==> config.mk <==
export PLATFORM = sky130hd
export DESIGN_NAME = tile_layer_address_generator_top
export DESIGN_NICKNAME = d
export VERILOG_FILES = /design/src/tlag_pkg.sv /design/src/tile_layer_address_generator_top.sv /design/src/tlag_cfg.sv /design/src/tlag_front.sv /design/src/tlag_back.sv
export SDC_FILE = /design/constraint.sdc
export NUM_CORES = 1
export LEC_CHECK = 0
export ABC_CLOCK_PERIOD_IN_PS = 3860
export BUFFER_PORTS_ARGS = -buffer_cell sky130_fd_sc_hd__buf_2
export CAP_MARGIN = 25
export CORE_MARGIN = 4
export CORE_UTILIZATION = 58
export DETAILED_ROUTE_END_ITERATION = 10
export HOLD_SLACK_MARGIN = 0.1
export PLACE_DENSITY = 0.78
export RECOVER_POWER = 25
export SYNTH_ARGS = -nofsm -noshare
export SYNTH_HDL_FRONTEND = slang
export SYNTH_HIERARCHICAL = 1
export SYNTH_SLANG_ARGS = --single-unit
==> constraint.sdc <==
create_clock -name clk -period 3.86 [get_ports clk]
set_clock_uncertainty 0.15 [all_clocks]
set_input_delay 0.386 -clock clk [delete_from_list [all_inputs] [get_ports clk]]
set_output_delay 0.386 -clock clk [all_outputs]
set_load 0.01 [all_outputs]
==> src/tlag_pkg.sv <==
`timescale 1ns / 1ps
// ----------------------------------------------------------------------------
// tlag_pkg
// Shared types, register indexes and helpers for the tile layer address
// generator.
// ----------------------------------------------------------------------------
package tlag_pkg;

  localparam int unsigned CfgIndexW = 3;
  localparam int unsigned CfgDataW  = 16;

  typedef enum logic [CfgIndexW-1:0] {
    REG_MAP_BASE      = 3'd0,
    REG_SCREEN_LAYOUT = 3'd1,
    REG_LARGE_TILES   = 3'd2,
    REG_HIGH_RES      = 3'd3,
    REG_PLANE_DEPTH   = 3'd4,
    REG_CHAR_BASE     = 3'd5,
    REG_PALETTE_BASE  = 3'd6
  } tlag_reg_t;

  typedef enum logic {
    CMD_MAP  = 1'b0,
    CMD_CHAR = 1'b1
  } tlag_cmd_t;

  localparam logic [11:0] ScreenStep = 12'h400;

  typedef struct packed {
    logic        command;
    logic [11:0] h_position;
    logic [11:0] v_position;
    logic [15:0] map_entry;
  } tlag_in_t;

  typedef struct packed {
    logic [15:0] address;
    logic [10:0] pal_index;
    logic        high_priority;
    logic        flip_x;
  } tlag_out_t;

  typedef struct packed {
    logic [15:0] map_base;
    logic [1:0]  screen_layout;
    logic        large_tiles;
    logic        high_res;
    logic [1:0]  plane_depth;
    logic [15:0] char_base;
    logic [6:0]  palette_base;
  } tlag_cfg_t;

  // first stage result
  typedef struct packed {
    logic       command;
    logic [7:0] tile_x;
    logic [7:0] tile_y;
    logic [9:0] tile;
    logic [2:0] row;
    logic [2:0] pal;
    logic       prio;
    logic       flip_x;
  } tlag_s1_t;

  // second stage result
  typedef struct packed {
    logic        command;
    logic [11:0] map_off;
    logic [11:0] chr;
    logic [2:0]  row;
    logic [10:0] pal_index;
    logic        prio;
    logic        flip_x;
  } tlag_s2_t;

  // depth code three behaves as eight bitplanes
  function automatic logic [1:0] eff_depth(input logic [1:0] code);
    eff_depth = (code == 2'd3) ? 2'd2 : code;
  endfunction

endpackage

==> src/tile_layer_address_generator_top.sv <==
`timescale 1ns / 1ps
// ----------------------------------------------------------------------------
// tile_layer_address_generator_top
// Map entry and character row address generation for one tiled layer.
//
// channel  ports                          transfer
// input    start, busy, in_data           start high while busy low
// result   out_strobe, out_data           out_strobe high, one cycle only
// config   cfg_valid, cfg_ready,          cfg_valid and cfg_ready high
//          cfg_index, cfg_data
//
// one command per cycle, each result passing three register stages:
// masking, offsets, final sums
// busy and cfg_ready are constant, nothing ever holds the pipeline
// synchronous active-low reset clears the config registers and pipeline valids
// ----------------------------------------------------------------------------
module tile_layer_address_generator_top
  import tlag_pkg::*;
(
  input  logic                 clk,
  input  logic                 rst_n,
  input  logic                 start,
  output logic                 busy,
  input  tlag_in_t             in_data,
  output logic                 out_strobe,
  output tlag_out_t            out_data,
  input  logic                 cfg_valid,
  output logic                 cfg_ready,
  input  logic [CfgIndexW-1:0] cfg_index,
  input  logic [CfgDataW-1:0]  cfg_data
);

  tlag_cfg_t cfg;
  logic      s1_valid;
  tlag_s1_t  s1_item;

  assign busy      = 1'b0;
  assign cfg_ready = 1'b1;

  tlag_cfg u_cfg (
    .clk      (clk),
    .rst_n    (rst_n),
    .wr_en    (cfg_valid & cfg_ready),
    .wr_index (cfg_index),
    .wr_data  (cfg_data),
    .cfg      (cfg)
  );

  tlag_front u_front (
    .clk      (clk),
    .rst_n    (rst_n),
    .cfg      (cfg),
    .in_valid (start & ~busy),
    .in_item  (in_data),
    .s1_valid (s1_valid),
    .s1_item  (s1_item)
  );

  tlag_back u_back (
    .clk       (clk),
    .rst_n     (rst_n),
    .cfg       (cfg),
    .s1_valid  (s1_valid),
    .s1_item   (s1_item),
    .out_valid (out_strobe),
    .out_item  (out_data)
  );

`ifndef SYNTHESIS
  a_latency : assert property (@(posedge clk) disable iff (!rst_n)
    ($past(rst_n, 1) && $past(rst_n, 2) && $past(rst_n, 3))
    |-> (out_strobe == $past(start, 3)))
    else $error("result strobe does not follow start by three cycles");

  a_map_side : assert property (@(posedge clk) disable iff (!rst_n)
    ($past(rst_n, 1) && $past(rst_n, 2) && $past(rst_n, 3) && $past(start, 3)
     && ($past(in_data.command, 3) == CMD_MAP))
    |-> (out_data.pal_index == '0 && !out_data.high_priority && !out_data.flip_x))
    else $error("map result carries non-zero side fields");

  a_char_flags : assert property (@(posedge clk) disable iff (!rst_n)
    ($past(rst_n, 1) && $past(rst_n, 2) && $past(rst_n, 3) && $past(start, 3)
     && ($past(in_data.command, 3) == CMD_CHAR))
    |-> (out_data.flip_x == $past(in_data.map_entry[14], 3)
         && out_data.high_priority == $past(in_data.map_entry[13], 3)))
    else $error("character result flags do not match map entry");
`endif

endmodule

==> src/tlag_cfg.sv <==
`timescale 1ns / 1ps
// ----------------------------------------------------------------------------
// tlag_cfg
// Configuration register file, one write transfer per cycle.
// ----------------------------------------------------------------------------
module tlag_cfg
  import tlag_pkg::*;
(
  input  logic                 clk,
  input  logic                 rst_n,
  input  logic                 wr_en,
  input  logic [CfgIndexW-1:0] wr_index,
  input  logic [CfgDataW-1:0]  wr_data,
  output tlag_cfg_t            cfg
);

  tlag_cfg_t cfg_r;
  tlag_cfg_t cfg_nxt;

  always_comb begin
    cfg_nxt = cfg_r;
    if (wr_en) begin
      unique case (tlag_reg_t'(wr_index))
        REG_MAP_BASE:      cfg_nxt.map_base      = wr_data;
        REG_SCREEN_LAYOUT: cfg_nxt.screen_layout = wr_data[1:0];
        REG_LARGE_TILES:   cfg_nxt.large_tiles   = wr_data[0];
        REG_HIGH_RES:      cfg_nxt.high_res      = wr_data[0];
        REG_PLANE_DEPTH:   cfg_nxt.plane_depth   = wr_data[1:0];
        REG_CHAR_BASE:     cfg_nxt.char_base     = wr_data;
        REG_PALETTE_BASE:  cfg_nxt.palette_base  = wr_data[6:0];
        default:           cfg_nxt = cfg_r;
      endcase
    end
  end

  always_ff @(posedge clk) begin
    if (!rst_n) begin
      cfg_r <= '0;
    end else begin
      cfg_r <= cfg_nxt;
    end
  end

  assign cfg = cfg_r;

endmodule

==> src/tlag_front.sv <==
`timescale 1ns / 1ps
// ----------------------------------------------------------------------------
// tlag_front
// First pipeline stage: playfield masking, tile coordinates, neighbour tile
// selection and flipped row.
// ----------------------------------------------------------------------------
module tlag_front
  import tlag_pkg::*;
(
  input  logic      clk,
  input  logic      rst_n,
  input  tlag_cfg_t cfg,
  input  logic      in_valid,
  input  tlag_in_t  in_item,
  output logic      s1_valid,
  output tlag_s1_t  s1_item
);

  logic        tw4;
  logic        th4;
  logic [3:0]  h_bits;
  logic [3:0]  v_bits;
  logic [11:0] h_pos;
  logic [11:0] v_pos;
  logic [11:0] tx_full;
  logic [11:0] ty_full;
  logic        fy;
  logic        fx;
  logic        adj_x;
  logic        adj_y;

  logic     s1_valid_r;
  logic     s1_valid_nxt;
  tlag_s1_t s1_item_r;
  tlag_s1_t s1_item_nxt;

  always_comb begin
    th4     = cfg.large_tiles;
    tw4     = cfg.large_tiles | cfg.high_res;
    h_bits  = 4'd8 + {3'b0, cfg.high_res} + {3'b0, cfg.large_tiles}
              + {3'b0, cfg.screen_layout[0]};
    v_bits  = 4'd8 + {3'b0, cfg.high_res} + {3'b0, cfg.large_tiles}
              + {3'b0, cfg.screen_layout[1]};
    h_pos   = in_item.h_position & ~(12'hfff << h_bits);
    v_pos   = in_item.v_position & ~(12'hfff << v_bits);
    tx_full = tw4 ? (h_pos >> 4) : (h_pos >> 3);
    ty_full = th4 ? (v_pos >> 4) : (v_pos >> 3);
    fy      = in_item.map_entry[15];
    fx      = in_item.map_entry[14];
    adj_x   = tw4 && (h_pos[3] != fx);
    adj_y   = th4 && (v_pos[3] != fy);

    s1_valid_nxt        = in_valid;
    s1_item_nxt.command = in_item.command;
    s1_item_nxt.tile_x  = tx_full[7:0];
    s1_item_nxt.tile_y  = ty_full[7:0];
    s1_item_nxt.tile    = in_item.map_entry[9:0] + {9'b0, adj_x} + {5'b0, adj_y, 4'b0};
    s1_item_nxt.row     = v_pos[2:0] ^ {3{fy}};
    s1_item_nxt.pal     = in_item.map_entry[12:10];
    s1_item_nxt.prio    = in_item.map_entry[13];
    s1_item_nxt.flip_x  = fx;
  end

  always_ff @(posedge clk) begin
    if (!rst_n) begin
      s1_valid_r <= 1'b0;
    end else begin
      s1_valid_r <= s1_valid_nxt;
    end
  end

  always_ff @(posedge clk) begin
    s1_item_r <= s1_item_nxt;
  end

  assign s1_valid = s1_valid_r;
  assign s1_item  = s1_item_r;

endmodule

==> src/tlag_back.sv <==
`timescale 1ns / 1ps
// ----------------------------------------------------------------------------
// tlag_back
// Second and third pipeline stages: map offset, character number and
// palette index, then the final address sums and the result register.
// ----------------------------------------------------------------------------
module tlag_back
  import tlag_pkg::*;
(
  input  logic      clk,
  input  logic      rst_n,
  input  tlag_cfg_t cfg,
  input  logic      s1_valid,
  input  tlag_s1_t  s1_item,
  output logic      out_valid,
  output tlag_out_t out_item
);

  logic [1:0]  depth;
  logic [11:0] sx;
  logic [11:0] sy;
  logic [11:0] cbase;
  logic [11:0] chr_mask;
  logic [3:0]  pal_shift;
  logic [4:0]  chr_shift;

  logic      s2_valid_r;
  logic      s2_valid_nxt;
  tlag_s2_t  s2_item_r;
  tlag_s2_t  s2_item_nxt;
  logic      out_valid_r;
  logic      out_valid_nxt;
  tlag_out_t out_item_r;
  tlag_out_t out_item_nxt;

  // stage two
  always_comb begin
    depth     = eff_depth(cfg.plane_depth);
    sx        = cfg.screen_layout[0] ? ScreenStep : 12'h000;
    sy        = cfg.screen_layout[1]
                ? (cfg.screen_layout[0] ? (ScreenStep << 1) : ScreenStep) : 12'h000;
    cbase     = cfg.char_base[15:4] >> depth;
    chr_mask  = 12'hfff >> depth;
    pal_shift = 4'd2 << depth;

    s2_valid_nxt          = s1_valid;
    s2_item_nxt.command   = s1_item.command;
    s2_item_nxt.map_off   = {2'b0, s1_item.tile_y[4:0], s1_item.tile_x[4:0]}
                            + (s1_item.tile_x[5] ? sx : 12'h000)
                            + (s1_item.tile_y[5] ? sy : 12'h000);
    s2_item_nxt.chr       = ({2'b0, s1_item.tile} + cbase) & chr_mask;
    s2_item_nxt.row       = s1_item.row;
    s2_item_nxt.prio      = s1_item.prio;
    s2_item_nxt.flip_x    = s1_item.flip_x;
    if (tlag_cmd_t'(s1_item.command) == CMD_CHAR) begin
      s2_item_nxt.pal_index = ({8'b0, s1_item.pal} << pal_shift)
                              + {4'b0, cfg.palette_base};
    end else begin
      s2_item_nxt.pal_index = '0;
    end
  end

  // stage three
  always_comb begin
    chr_shift     = 5'd4 + {3'b0, depth};
    out_valid_nxt = out_valid_r;
    out_valid_nxt = s2_valid_r;
    if (tlag_cmd_t'(s2_item_r.command) == CMD_CHAR) begin
      out_item_nxt.address       = ({4'b0, s2_item_r.chr} << chr_shift)
                                   + {12'b0, s2_item_r.row, 1'b0};
      out_item_nxt.pal_index     = s2_item_r.pal_index;
      out_item_nxt.high_priority = s2_item_r.prio;
      out_item_nxt.flip_x        = s2_item_r.flip_x;
    end else begin
      out_item_nxt.address       = cfg.map_base + {3'b0, s2_item_r.map_off, 1'b0};
      out_item_nxt.pal_index     = '0;
      out_item_nxt.high_priority = 1'b0;
      out_item_nxt.flip_x        = 1'b0;
    end
  end

  always_ff @(posedge clk) begin
    if (!rst_n) begin
      s2_valid_r  <= 1'b0;
      out_valid_r <= 1'b0;
    end else begin
      s2_valid_r  <= s2_valid_nxt;
      out_valid_r <= out_valid_nxt;
    end
  end

  always_ff @(posedge clk) begin
    s2_item_r  <= s2_item_nxt;
    out_item_r <= out_item_nxt;
  end

  assign out_valid = out_valid_r;
  assign out_item  = out_item_r;

endmodule

# Yosys cells after proc, flatten, opt, wreduce, memory -nomap -nowiden

Cells that the tools add are included.

Register bits: 149
Bits of input ports: 64
Output and inout port bits: 32
Word-level logic and storage cells: 84

Add/subtract/negate cells: 13
Eq/ne operators: 9
Shift-type cells: 7
Mux-type cells: 9
Bitwise operators: 7
Reductions and logical operators: 10

Operators by type and width:

| cell                    | number |
|---|---|
| $mux W12                | 3 |
| $mux W29                | 1 |
| $add A10 B12 Y12        | 2 |
| $shl A12 B4 Y10 const A | 2 |
| $mux W11                | 2 |
| $and A10 B10 Y10        | 2 |
| $not A10 Y10            | 2 |
| $add A16 B13 Y16        | 1 |
| $add A16 B4 Y16         | 1 |
| $shl A12 B5 Y16         | 1 |
| $reduce_and A2 Y1       | 7 |
| $add A12 B12 Y12        | 1 |
| $add A4 B1 Y4           | 3 |
| $and A12 B12 Y12        | 1 |
| $mux W6                 | 2 |
| $shr A12 B2 Y12         | 1 |
| $shr A12 B2 Y12 const A | 1 |
| $add A11 B7 Y11         | 1 |
| $shl A3 B4 Y11          | 1 |
| $add A10 B1 Y10         | 1 |
| $add A10 B5 Y10         | 1 |
| $eq A3 B3 Y1 const B    | 3 |
| $eq A3 B2 Y1 const B    | 2 |
| $add A3 B2 Y4 const A   | 1 |
| 10 further kinds        | 12 |

# Longest topological paths before layout

Word-level depth: 10
Mapped depth: 12

# Cells and area by module

Netlist, hierarchy kept.

By module, submodules not included:

| module                           | times used | cells each | area an instance (sq um) | seq. area each (sq um) |
|---|---|---|---|---|
| tlag_back                        | 1          | 415        | 3759.9                   | 1441.4 |
| tlag_cfg                         | 1          | 170        | 1730.4                   | 900.9 |
| tlag_front                       | 1          | 118        | 1381.3                   | 720.7 |
| tile_layer_address_generator_top | 1          | 4          | 22.5                     | 0.0 |

# Worst setup path before layout

OpenSTA, ideal clock, no wires.

Path kind: register to register
From: reg u_cfg.cfg_r, in the netlist u_cfg/cfg[23]
To: reg u_back/s2_item_r[24] in the netlist's numbering
Library setup time: 0.122 ns
Arrival time: 2.671 ns
Required time: 3.588 ns
Path slack: 0.917 ns
Cell stages (with the launch flop): 13
Clock period less this slack: 2.943 ns
Cells stage by stage: dfxtp_1 -> buf_4 -> buf_4 -> buf_4 -> mux2i_1 -> o21ai_0 -> ha_1 -> fa_1 -> a211oi_2 -> nor2_1 -> o21a_1 -> o41a_1 -> xor2_1

RTL lines:

| what                   | line            | source |
|---|---|---|
| start, declared        | tlag_cfg.sv:17  | `tlag_cfg_t cfg_r;` |
| start signal, assigned | tlag_cfg.sv:40  | `cfg_r <= cfg_nxt;` |
| end signal, assigned   | tlag_back.sv:93 | `s2_item_r <= s2_item_nxt;` |
| end, declared          | tlag_back.sv:29 | `tlag_s2_t s2_item_r;` |

==> impl.org <==
** Floorplan
- The initial utilization of the core area, before any placement, comes to 0.6001.
- In this run the standard cell core region covers 10,980 sq um.
- Vert. Die Dim :: 114.6 um
- The die covers between 10,000 and 15,000 sq um.
- Count of pins on the block boundary :: 96
- # rows :: 38
- The die is 114.6 um wide.

** STA
- Post-layout worst setup margin :: 963.0 ps
- Setup violations remaining at the end of the flow were counted as 0.
- Of the available clock period, the critical path in the final layout requires 0.7505.
- Total count of hold-check failures in the final report :: 0
- Tightest Pin Transition :: 1482 ps
- Setup TNS after final layout :: 0 ps
- Achievable clock frequency :: 345.2 MHz
- Final slew viol count :: 0
- Minimum clock period after layout :: about 2900 ps
- Remaining max-slew budget at the tightest pin :: 0.01178
- Unrepaired setup endpoints after global routing :: false

** Global routing
- Entering global routing, the biggest net connects 42 pins.
- Global-route wire length before repair :: roughly 24 mm
- Number of antenna violations at the first check in global routing :: 0
- The via count of the first global-routing pass came to between 5,000 and 6,000.
- In the global route stage, overall resource usage came out at 0.2392.
- Global routing finished with a remaining overflow of 0.

** Worst setup path
- Data arrival at the endpoint of the critical path :: between 3000 and 4000 ps
- CP Data Required Time :: 4010 ps
- The critical path is of the reg2reg type.
- CP Capture Type :: register
- In this run the critical register-to-register path is launched from u_cfg/cfg[23].
- Crit path from :: u_cfg/cfg[23]
- Register-to-Register Path Depth :: 9
- Along the worst path, the maximum fanout reaches 8.
- Startpoint Class :: register

** Clock tree
- Post CTS Setup Buffer Count :: 0
- The number of clock buffers added by TritonCTS is 17.
- TritonCTS built the clock tree.
- The cell sitting at the root of the clock tree is a clkbuf_16.
- After clock tree synthesis, the clock-pin slew on the worst setup and hold paths is 60 ps.
- Number of clock sinks :: 145
- Max Root-Sink Buffers :: 2
- Clock latency on the worst-skew pair :: 420 ps
- Clock H-tree levels :: 4

** Route
- In the routed design, unresolved DRC markers number 0.
- After the first detailed-routing iteration, the DRC count stood at 365.
- Routed Wire Length :: between 15 and 20 mm
- Wirelength per Cell :: 15.95 um
- Vias/cell :: ~5.4
- First drt pass iteration count :: 5
- DRT antenna net count :: 0
- Routed via count :: 5,160

** Job
- Count of max-cap constraint violations :: 0

** Yosys
- For this run, the number of Yosys warnings is 6.
- Average instance area after synthesis :: 9.707 sq um
- Post-Syn Area :: 6591 sq um
- After technology mapping, the gate count stands at 679.

** Final layout
- The finished layout holds 947 standard cells, fillers aside.
- In the final layout, the share of cells above drive strength 1 is 0.1760.
- N_diodes :: 0
- Net count, final :: 902
- The area growth from synthesis to layout is 22.06%.
- Final Util :: 0.7325
- Commonest non-fill, non-tap cells in the layout :: dfxtp_1, nand2_1, buf_2
- Most common cell after layout, fill and taps aside :: dfxtp_1

** Worst hold path
- The min-delay analysis places its worst path in the category in2reg.
- Worst Hold Launch :: in_data[15]
- Counting instances, the worst hold path has a depth of 2.

** Placement
- Prior to clock tree synthesis, the placed netlist has a worst setup slack of a little under 1000 ps.
- Final HPWL from detailed placement :: 10.94 mm
- Input and output buffers added on the ports amount to between 80 and 90.
- Post-Place Cells :: 880
- The congestion estimate from routability-driven global placement came to 0.9283.

** Pwr
- Static Leakage :: 3.574 nW
- Power spread over the standard cell area amounts to 462.4 nW/um^2.
- Across the VDD grid, the largest voltage drop is 519.6 uV.

** Run status
- Result of the run :: completed
## critical path, stage by stage, from the launching register on
cell      delay [ps]
dfxtp_1          570
mux2i_1          250
o21ai_0          100
ha_1             230
fa_1             450
a211oi_2         260
nor2_1            90
o21a_1           190
o41a_1           330
xor2_1           160
## registers in the layout (all words and copies together), names as in the netlist
register,flops
u_front/s1_valid,1
u_back/out_valid,1
u_back/s2_item_r,41
u_back/out_valid_nxt,1
u_front/s1_item,31
u_back/out_item,29
u_cfg/cfg,41
## per-layer routing
layer,vias up,part of all wire,global-route usage
met4,0,0.032,0.09818
met1,2359,0.44,0.3020
li1,2586,-,-
met5,-,0,0
met3,25,0.062,0.06871
met2,190,0.47,0.3842
## stage by stage
stage / hold WS [ps] / power, mW / cell area [sq um]
6_report: 123.1 / 3.720 / 8045
5_1_grt: 115.9 / 3.857 / 8045
4_1_cts: 100.0 / 3.735 / 8046
3_5_place_dp: 163.2 / 1.954 / 7066
3_3_place_gp: 160.5 / 1.940 / 7066
2_1_floorplan: 159.6 / 1.837 / 6595
## power by group
part / total (mW) / switching, mW / internal (mW)
combinational: 0.334 / 0.180 / 0.154
clock: 1.77 / 0.621 / 1.15
sequential: 1.62 / 0.0390 / 1.58
## path summary, 6_finish.rpt
kind	slack [ps]	end
max reg2reg	960	u_back/s2_item_r[24]
min	120	u_front/s1_item[5]
min reg2reg	170	u_back/s2_item_r[15]
max	960	u_back/s2_item_r[24]
## timing repair
item,4_1_cts,5_1_grt
hold endpoints to repair,31,0
hold buffers,34,0
resized for setup,0,0
endpoints found under the setup margin,0,0
## cell type report
| type | instances | area, sq um |
|---|---|---|
| Tap cell | 140 | 175.2 |
| Sequential cell | 145 | 2903 |
| Inverter | 16 | 60.06 |
| Timing Repair Buffer | 125 | 799.5 |
| Multi-Input combinational cell | 489 | 3467 |
| Clock inverter | 14 | 211.5 |
| Clock buffer | 18 | 429.2 |
| Fill cell | 765 | 2938 |
(Power assumes the default switching activity.)
